<file path="src/hdl/pmfa_pkg.sv">
// shared types and constants for the pressure matrix frame assembler
`default_nettype none

package pmfa_pkg;

  localparam int GRID_SIDE_DEF  = 16;
  localparam int BYTES_PER_WORD = 8;
  localparam int LANE_W         = $clog2(BYTES_PER_WORD);
  localparam int NIBBLE_W       = 4;
  localparam int CFG_IDX_W      = 2;
  localparam int CFG_DATA_W     = 64;

  localparam logic [63:0] ROW_MAP_RESET          = 64'hFDB9_1357_048C_EA62;
  localparam logic [7:0]  MIN_VALID_RESET        = 8'd25;
  localparam logic [15:0] VALUES_PER_FRAME_RESET = 16'd288;

  typedef enum logic [CFG_IDX_W-1:0] {
    REG_ROW_MAP          = 2'd0,
    REG_MIN_VALID        = 2'd1,
    REG_VALUES_PER_FRAME = 2'd2
  } cfg_reg_t;

  typedef struct packed {
    logic [63:0] row_map;
    logic [7:0]  min_valid_value;
    logic [15:0] values_per_frame;
  } cfg_t;

  typedef enum logic [3:0] {
    S_IDLE    = 4'b0001,
    S_MERGE   = 4'b0010,
    S_DUMP_RD = 4'b0100,
    S_DUMP_LD = 4'b1000
  } state_t;

endpackage

`default_nettype wire

</file>
<file path="src/hdl/pmfa_rx_if.sv">
// received byte channel
`default_nettype none

interface pmfa_rx_if;
  logic       valid;
  logic       ready;
  logic [7:0] rx_byte;

  modport source (output valid, output rx_byte, input ready);
  modport sink (input valid, input rx_byte, output ready);
endinterface

`default_nettype wire

</file>
<file path="src/hdl/pmfa_word_if.sv">
// grid word output channel
`default_nettype none

interface pmfa_word_if;
  logic        valid;
  logic        ready;
  logic [63:0] grid_word;
  logic        last_word;
  logic [15:0] error_total;

  modport source (output valid, output grid_word, output last_word, output error_total,
                  input ready);
  modport sink (input valid, input grid_word, input last_word, input error_total,
                output ready);
endinterface

`default_nettype wire

</file>
<file path="src/hdl/pmfa_cfg.sv">
// configuration registers
`default_nettype none

module pmfa_cfg
  import pmfa_pkg::*;
(
  input  wire logic                  clk,
  input  wire logic                  rst,
  input  wire logic                  cfg_we,
  input  wire logic [CFG_IDX_W-1:0]  cfg_index,
  input  wire logic [CFG_DATA_W-1:0] cfg_data,
  output cfg_t                       cfg
);

  always_ff @(posedge clk) begin
    if (rst) begin
      cfg.row_map          <= ROW_MAP_RESET;
      cfg.min_valid_value  <= MIN_VALID_RESET;
      cfg.values_per_frame <= VALUES_PER_FRAME_RESET;
    end else if (cfg_we) begin
      unique case (cfg_reg_t'(cfg_index))
        REG_ROW_MAP:          cfg.row_map          <= cfg_data;
        REG_MIN_VALID:        cfg.min_valid_value  <= cfg_data[7:0];
        REG_VALUES_PER_FRAME: cfg.values_per_frame <= cfg_data[15:0];
        default: ;
      endcase
    end
  end

endmodule

`default_nettype wire

</file>
<file path="src/hdl/pmfa_grid_mem.sv">
// grid memory, one 64-bit row per eight cells, with per-row written flags
`default_nettype none

module pmfa_grid_mem
  import pmfa_pkg::*;
#(
  parameter int WORDS  = GRID_SIDE_DEF * GRID_SIDE_DEF / BYTES_PER_WORD,
  parameter int ADDR_W = $clog2(WORDS)
) (
  input  wire logic              clk,
  input  wire logic              rst,
  input  wire logic [ADDR_W-1:0] rd_addr,
  output logic [63:0]            rd_data,
  input  wire logic              wr_en,
  input  wire logic [ADDR_W-1:0] wr_addr,
  input  wire logic [63:0]       wr_data
);

  logic [63:0]      mem [WORDS];
  logic [WORDS-1:0] written;
  logic [63:0]      rd_word;
  logic             rd_written;

  always_ff @(posedge clk) begin
    if (wr_en) begin
      mem[wr_addr] <= wr_data;
    end
    rd_word <= mem[rd_addr];
  end

  always_ff @(posedge clk) begin
    if (rst) begin
      written    <= '0;
      rd_written <= 1'b0;
    end else begin
      if (wr_en) begin
        written[wr_addr] <= 1'b1;
      end
      rd_written <= written[rd_addr];
    end
  end

  // rows never written read as zero
  assign rd_data = rd_written ? rd_word : 64'd0;

endmodule

`default_nettype wire

</file>
<file path="src/hdl/pressure_matrix_frame_assembler.sv">
// top level: byte decoder, grid update and frame dump sequencer
//
//   channel  dir  handshake        payload
//   rx       in   valid/ready      rx_byte[7:0]
//   dump     out  valid/ready      grid_word[63:0], last_word, error_total[15:0]
//   cfg      in   cfg_we           cfg_index[1:0], cfg_data[63:0]
//
// address bytes and rejected value bytes are handled in S_IDLE alone; a stored value also passes
// through S_MERGE, a read and a write back of its 64-bit grid memory row
// a frame dump reads one memory row per word, through S_DUMP_RD and then S_DUMP_LD for each word
// rx.ready stays low during the dump until the last word sits in the output register
// reset clears the row written flags at once, so the grid reads as zero with no sweep
// a stalled dump holds the output register and the sequencer waits on it
`default_nettype none

module pressure_matrix_frame_assembler
  import pmfa_pkg::*;
#(
  parameter int GRID_SIDE = GRID_SIDE_DEF
) (
  input  wire logic                  clk,
  input  wire logic                  rst,
  pmfa_rx_if.sink                    rx,
  pmfa_word_if.source                dump,
  input  wire logic                  cfg_we,
  input  wire logic [CFG_IDX_W-1:0]  cfg_index,
  input  wire logic [CFG_DATA_W-1:0] cfg_data
);

  localparam int CELLS  = GRID_SIDE * GRID_SIDE;
  localparam int CELL_W = $clog2(CELLS);
  localparam int WORDS  = CELLS / BYTES_PER_WORD;
  localparam int ADDR_W = $clog2(WORDS);
  localparam int SIDE_W = $clog2(GRID_SIDE);

  cfg_t   cfg;
  state_t state;

  logic              expect_value;
  logic [SIDE_W-1:0] held_column;
  logic [SIDE_W-1:0] held_row;
  logic [15:0]       accepted_count;
  logic [15:0]       reject_count;
  logic [ADDR_W-1:0] dump_idx;
  logic [7:0]        pend_byte;
  logic [LANE_W-1:0] pend_lane;
  logic [ADDR_W-1:0] pend_addr;

  logic [CELL_W-1:0] grid_pos;
  logic [ADDR_W-1:0] rd_addr;
  logic [63:0]       rd_data;
  logic [63:0]       merged;
  logic [15:0]       count_inc;
  logic              rx_take;
  logic              word_take;
  logic              dump_last;
  logic [NIBBLE_W-1:0] raw_row;

  pmfa_cfg u_cfg (
    .clk       (clk),
    .rst       (rst),
    .cfg_we    (cfg_we),
    .cfg_index (cfg_index),
    .cfg_data  (cfg_data),
    .cfg       (cfg)
  );

  pmfa_grid_mem #(
    .WORDS  (WORDS),
    .ADDR_W (ADDR_W)
  ) u_mem (
    .clk     (clk),
    .rst     (rst),
    .rd_addr (rd_addr),
    .rd_data (rd_data),
    .wr_en   (state == S_MERGE),
    .wr_addr (pend_addr),
    .wr_data (merged)
  );

  assign rx.ready  = (state == S_IDLE);
  assign rx_take   = rx.valid && rx.ready;
  assign word_take = dump.valid && dump.ready;
  assign raw_row   = rx.rx_byte[7:4];
  assign grid_pos  = CELL_W'((GRID_SIDE - 1 - int'(held_column)) * GRID_SIDE
                             + int'(held_row));
  assign rd_addr   = (state == S_IDLE) ? grid_pos[CELL_W-1:LANE_W] : dump_idx;
  assign count_inc = accepted_count + 16'd1;
  assign dump_last = (dump_idx == ADDR_W'(WORDS - 1));

  always_comb begin
    for (int i = 0; i < BYTES_PER_WORD; i++) begin
      merged[8*i +: 8] = (pend_lane == LANE_W'(i)) ? pend_byte : rd_data[8*i +: 8];
    end
  end

  always_ff @(posedge clk) begin
    if (rst) begin
      state          <= S_IDLE;
      expect_value   <= 1'b0;
      held_column    <= '0;
      held_row       <= '0;
      accepted_count <= '0;
      reject_count   <= '0;
      dump_idx       <= '0;
      dump.valid     <= 1'b0;
    end else begin
      if (word_take) begin
        dump.valid <= 1'b0;
      end
      unique case (state)
        S_IDLE: begin
          if (rx_take) begin
            if (!expect_value) begin
              held_column  <= SIDE_W'(rx.rx_byte[3:0]);
              held_row     <= SIDE_W'(cfg.row_map[6'({raw_row, 2'b00}) +: NIBBLE_W]);
              expect_value <= 1'b1;
            end else if (rx.rx_byte < cfg.min_valid_value) begin
              if (reject_count != 16'hFFFF) begin
                reject_count <= reject_count + 16'd1;
              end
            end else begin
              expect_value <= 1'b0;
              state        <= S_MERGE;
            end
          end
        end
        S_MERGE: begin
          if (count_inc >= cfg.values_per_frame) begin
            accepted_count <= '0;
            dump_idx       <= '0;
            state          <= S_DUMP_RD;
          end else begin
            accepted_count <= count_inc;
            state          <= S_IDLE;
          end
        end
        S_DUMP_RD: begin
          if (!dump.valid || dump.ready) begin
            state <= S_DUMP_LD;
          end
        end
        S_DUMP_LD: begin
          dump.valid <= 1'b1;
          dump_idx   <= dump_idx + ADDR_W'(1);
          state      <= dump_last ? S_IDLE : S_DUMP_RD;
        end
        default: state <= S_IDLE;
      endcase
    end
  end

  // payload registers
  always_ff @(posedge clk) begin
    if (state == S_IDLE && rx_take) begin
      pend_byte <= rx.rx_byte;
      pend_lane <= grid_pos[LANE_W-1:0];
      pend_addr <= grid_pos[CELL_W-1:LANE_W];
    end
    if (state == S_DUMP_LD) begin
      dump.grid_word   <= rd_data;
      dump.last_word   <= dump_last;
      dump.error_total <= reject_count;
    end
  end

endmodule

`default_nettype wire

</file>
<file path="src/flat_wrapper.sv">
// flat-port wrapper written by rule: the top's interface ports become plain ports
module pressure_matrix_frame_assembler_flat import pmfa_pkg::*;
#(
  parameter int GRID_SIDE = GRID_SIDE_DEF
)
  (clk, rst, cfg_we, cfg_index, cfg_data, rx_valid, rx_rx_byte, rx_ready, dump_valid, dump_grid_word, dump_last_word, dump_error_total, dump_ready);
  pmfa_rx_if rx_i ();
  pmfa_word_if dump_i ();
  input  wire logic clk;
  input  wire logic rst;
  input  wire logic cfg_we;
  input  wire logic [CFG_IDX_W-1:0] cfg_index;
  input  wire logic [CFG_DATA_W-1:0] cfg_data;
  input wire logic [$bits(rx_i.valid)-1:0] rx_valid;
  input wire logic [$bits(rx_i.rx_byte)-1:0] rx_rx_byte;
  output wire logic [$bits(rx_i.ready)-1:0] rx_ready;
  output wire logic [$bits(dump_i.valid)-1:0] dump_valid;
  output wire logic [$bits(dump_i.grid_word)-1:0] dump_grid_word;
  output wire logic [$bits(dump_i.last_word)-1:0] dump_last_word;
  output wire logic [$bits(dump_i.error_total)-1:0] dump_error_total;
  input wire logic [$bits(dump_i.ready)-1:0] dump_ready;
  assign rx_i.valid = rx_valid;
  assign rx_i.rx_byte = rx_rx_byte;
  assign rx_ready = rx_i.ready;
  assign dump_valid = dump_i.valid;
  assign dump_grid_word = dump_i.grid_word;
  assign dump_last_word = dump_i.last_word;
  assign dump_error_total = dump_i.error_total;
  assign dump_i.ready = dump_ready;
  pressure_matrix_frame_assembler #(.GRID_SIDE(GRID_SIDE)) u_core (.clk(clk), .rst(rst), .rx(rx_i), .dump(dump_i), .cfg_we(cfg_we), .cfg_index(cfg_index), .cfg_data(cfg_data));
endmodule
</file>
<file path="config.mk">
export PLATFORM = sky130hd
export DESIGN_NAME = pressure_matrix_frame_assembler_flat
export DESIGN_NICKNAME = d
export VERILOG_FILES = /design/src/hdl/pmfa_pkg.sv /design/src/hdl/pmfa_rx_if.sv /design/src/hdl/pmfa_word_if.sv /design/src/hdl/pmfa_cfg.sv /design/src/hdl/pmfa_grid_mem.sv /design/src/hdl/pressure_matrix_frame_assembler.sv /design/src/flat_wrapper.sv
export SDC_FILE = /design/constraint.sdc
export NUM_CORES = 2
export LEC_CHECK = 0
export CAP_MARGIN = 25
export CORE_MARGIN = 10
export CORE_UTILIZATION = 40
export CTS_BUF_LIST = sky130_fd_sc_hd__clkbuf_16
export CTS_CLUSTER_DIAMETER = 150
export DETAILED_ROUTE_END_ITERATION = 10
export DONT_BUFFER_PORTS = 1
export GPL_TIMING_DRIVEN = 1
export SLEW_MARGIN = 20
export SYNTH_ARGS = -nofsm -noshare
export SYNTH_HDL_FRONTEND = slang
export SYNTH_SLANG_ARGS = --single-unit
</file>
<file path="constraint.sdc">
create_clock -name clk -period 5.1 [get_ports clk]
set_input_delay 0.255 -clock clk [delete_from_list [all_inputs] [get_ports clk]]
set_output_delay 0.255 -clock clk [all_outputs]
set_load 0.01 [all_outputs]
</file>
==> summary by stage <==
Power
The internal power of the cells totals around 33 mW. In this run the static leakage power is between 30 and 40 nW. IR analysis of the VDD net gives a maximum drop of ~400 uV. In this run, the clock network consumes between 30% and 40% of the power. The power per unit of standard cell area is roughly 410 mW/mm^2. The part of the power in registers is between 50 and 60%. Of the total power, the share spent switching nets is around 25%.

The switching power summed over all nets is 11.1 mW. Per report_power, the combinational group accounts for 11.1% of the total.

Global route
Global routing used 20.8% of the available tracks. The first global-routing pass estimated approximately 380,000 microns of wire. The via count of the first global-routing pass is approximately 53,000.

The number of antenna violations at the first check in global routing is 15. Entering global routing, the biggest net connects ~170 pins. After global routing the overflow that remains totals 0.

Critical path
The kind of end point of the critical path is a register. The capturing point of the worst reg2reg path is u_core.u_mem.rd_word[61]. Traced cell by cell, the critical path runs through nor4b_4 > buf_4 > mux2_8 > buf_4 > mux4_2 > a2111oi_1 > o31ai_1. For the worst flop-to-flop path, the logic depth is 7.

The kind of critical path is register to register. STA classifies the critical path startpoint as a register. The most critical setup path has its startpoint at u_core.state[3]. In this design, the critical path's most frequently occurring cell is buf_4. The data required time of the worst path is 5850 ps.

Following the worst setup path forward leads to its endpoint at u_core.u_mem.rd_word[61]. Data on the critical path arrives at its endpoint at 4750 ps. The startpoint of the worst-slack reg-to-reg timing path is u_core.state[3]. The largest fanout of any net on the critical path is 71.

The largest individual stage delay along the critical path comes from the cell a2111oi_1. The register-to-register setup slack is between 1000 and 1500 ps. In this design, the stage delay of the slowest critical-path cell is approximately 890 ps.

Synth
After synthesis, the largest family of logic cells by area is simple AND/OR/NAND/NOR gates. The synthesized design spends more area on one cell type than any other, namely edfxtp_1. The complex-gate fraction of the synthesized area is 5.92%.

Counting every net in the synthesized netlist gives 6,135. The share of synthesized cell area in and, or, nand and nor gates is around a tenth. The count of flip-flops with a built-in enable after synthesis is around 2,100. The adder-cell share of the synthesized area is less than 1%. Synthesis produced a netlist whose cell count is 6,029. Of the total synthesized cell area, the portion taken by XOR and XNOR cells is less than 1%.

Yosys attributes the largest share of cell area to edfxtp_1 (70%), dfxtp_1 (5.1%), nand2_1 (5.1%). Dividing the synthesized area by the synthesized cell count gives 15.3 sq um. The share of the Yosys chip area taken by registers is 75.1%.

In this run the biggest area consumer among cell types represents between 60 and 70% of the synthesized area. The proportion of synthesized flip-flops having asynchronous set or reset is 0%. For this run, the number of Yosys warnings is 0.

The share of cell area taken by muxes after synthesis is under 10%. The netlist area before placement is 0.0920 sq mm. The number of register bits inferred by synthesis is ~2,400. The number of distinct library cells after synthesis is 68.

The most used flip-flop cell after synthesis is edfxtp_1.

Clock network
The CTS tree is built. Clock tree synthesis found a total of around 2,400 sinks. Hold repair after CTS inserted 150 buffers. The later pin in the worst-skew pair is clocked with a latency of ~900 ps. The clock passes through at most 3 buffers. Once the clock tree was built, the resizer swapped 0 gates to a different size. The buffer type at the clock tree root is clkbuf_16.

After clock tree synthesis, the clock-pin slew on the worst setup and hold paths is 60 ps. The number of setup buffers added after CTS is 0. The H-tree was split into 4 levels. Counting the buffers created by CTS gives ~240.

Floorplanning
From bottom edge to top edge, the die measures between 400 and 500 microns. The floorplan step set the die width to 500 microns. The starting utilization of the core area is between 40% and 50%. The row count is 176. The area of the die is ~0.25 sq mm. The total core area is approximately 0.23 sq mm. During I/O placement, the number of pins put on the boundary was 162.

Drt
The post-route DRC violation count is 0. The first routing iteration left 6,953 violations. Once detail routing completed, the nets flagged for antenna violations numbered 0.

The number of iterations in the first detailed-routing pass is 6. The vias after detailed routing is between 50,000 and 60,000. The post-detailed-route via-to-cell ratio is about 5.8.

The routed wire length is about 270,000 microns. After detailed routing, the average wire length per cell comes to roughly 28 microns.

Cells and area
The final design utilization is 46.1%. The relative area change from synthesis to final layout is 14.9%. The finished cells cover around 0.11 sq mm.

The post-route netlist has a little over an eighth of its cells at a drive strength greater than 1. The count of nets after finishing is 6,361.

Timing
The share of the clock period used by the worst path after layout is between 70% and 80%. Static timing analysis puts the maximum clock frequency at 0.250 GHz. The headroom to the max-slew limit is between 20% and 30%. The minimum period implied by the final worst setup slack is approximately 4000 ps.

After routing, the total negative slack on setup checks comes to 0 ps. The count of pins over their slew limit is 0. Setup violations remaining at the end of the flow were counted as 0. At the pin with the least slew margin, the transition time is roughly 1200 ps. The final setup slack of the worst path is 1100 ps. Setup repair after global routing left no endpoint under its margin. The final hold violation count is 0. The final worst clock skew is around 77 ps.

Placement
In this run the tool buffered the top-level ports with 0 buffer cells. The wire-length estimate of the detail-placed layout is about 140,000 microns. The routability congestion estimate from global placement is slightly below 0.8. The worst slack after detailed placement is 1080 ps.

The post-placement cell area is 0.0967 sq mm.

Min path
In this run the worst hold path is classified as primary input to register.

Run
The tool flagged a number of max-cap violations equal to 0.

Outcome
The run finished with clean final reports.
==> worst max-delay path, delay by kind of cell (launching register included) <==
family                 cells  cell delay (ps)
AO/OA/AOI/OAI              2             1050
flip-flops                 1              380
AND/OR/NAND/NOR            1              290
multiplexers               2             1160
buffers and inverters      2              900
==> synth_stat cells (all sizes together) (35+ instances only) <==
library cell	number
a32oi	35
and2	67
nand2	1260
dfxtp	236
edfxtp	2145
mux2i	185
o21ai	112
nand3	151
mux4	175
clkbuf	176
mux2	68
a311oi	96
buf	186
o22ai	66
a2111oi	35
a22oi	67
inv	35
and3	118
a31oi	60
nor2	147
nand4	61
nand3b	40
a21oi	253
==> sequential cells by signal (all words and copies together) (netlist names) <==
signal	flops
u_core.accepted_count	16
u_core.dump.error_total	16
u_core.dump.grid_word	64
u_core.dump.last_word	1
u_core.dump.valid	1
u_core.dump_idx	5
u_core.expect_value	1
u_core.held_column	4
u_core.held_row	4
u_core.pend_addr	5
u_core.pend_byte	8
u_core.pend_lane	3
u_core.reject_count	16
u_core.state	4
u_core.u_cfg.cfg	88
u_core.u_mem.mem	2048
u_core.u_mem.rd_word	64
u_core.u_mem.rd_written	1
u_core.u_mem.written	32
==> cell usage in the layout (no fill, tap or decap), types with 34 or more instances in the layout <==
cell type,n
o22ai_1,66
a311oi_1,96
dlygate4sd3_1,149
o21ai_0,109
nand3_1,151
a22oi_1,67
inv_1,113
mux4_2,175
mux2_2,66
edfxtp_1,2145
nor2_4,42
a31oi_1,60
buf_12,46
clkinv_1,60
nor2_1,100
and2_1,66
and3_1,117
clkbuf_16,238
mux2i_1,178
nor4_1,34
nand4_1,61
nand2_1,1255
a21oi_1,253
buf_4,151
dfxtp_1,235
a32oi_1,35
nand3b_1,40
==> layout make-up <==
class,count,area [sq um]
Clock inverter,214,1530
Antenna cell,6,15.0
Timing Repair Buffer,350,3610
Multi-Input combinational cell,3251,21600
Clock buffer,238,5960
Inverter,35,136
Tap cell,3026,3790
Sequential cell,2381,69100
Fill cell,19722,124000
==> power by group through the flow <==
stage	clock, mW	combinational, mW	sequential, mW
2_1_floorplan	0	2.95	22.6
3_3_place_gp	0	4.64	22.7
3_5_place_dp	0	4.74	22.7
4_1_cts	16.9	4.86	22.3
5_1_grt	17.7	5.21	22.3
6_report	16.7	4.88	22.3
==> worst min path at each step <==
stage / start / to / depth (start not counted)
5_1_grt: cfg_data[62] / u_core.u_cfg.cfg[86] / 3
3_3_place_gp: rst / u_core.u_cfg.cfg[78] / 1
3_5_place_dp: rst / u_core.u_cfg.cfg[74] / 1
2_1_floorplan: rx_rx_byte[0] / u_core.pend_byte[0] / 0
4_1_cts: cfg_we / u_core.u_cfg.cfg[2] / 3
6_report: cfg_we / u_core.u_cfg.cfg[0] / 3
==> per-layer routing <==
metal | up-vias | wire, microns | GRT usage (%)
li1 | 23544 | - | -
met1 | 28283 | 111000 | 28.6
met2 | 2648 | 126000 | 33.3
met3 | 437 | 23200 | 3.90
met4 | 4 | 8870 | 6.99
met5 | - | 25 | 0
==> stage by stage <==
step	total power, mW	hold slack (ps)	instances
finish	43.9	63.1	9501
floorplan	25.5	354	6029
global placement	27.3	345	8888
global route	45.2	64.3	9499
detailed placement	27.4	343	8893
CTS	44.1	6.55	9495
==> kinds of logic after synthesis <==
family          count (synthesis)
flops                        2381
compound gates                828
fa+ha+maj                      27
buf+inv                       397
mux                           428
xor+xnor                       16
simple gates                 1952
Note: power is estimated with default switching activity, not from simulation.
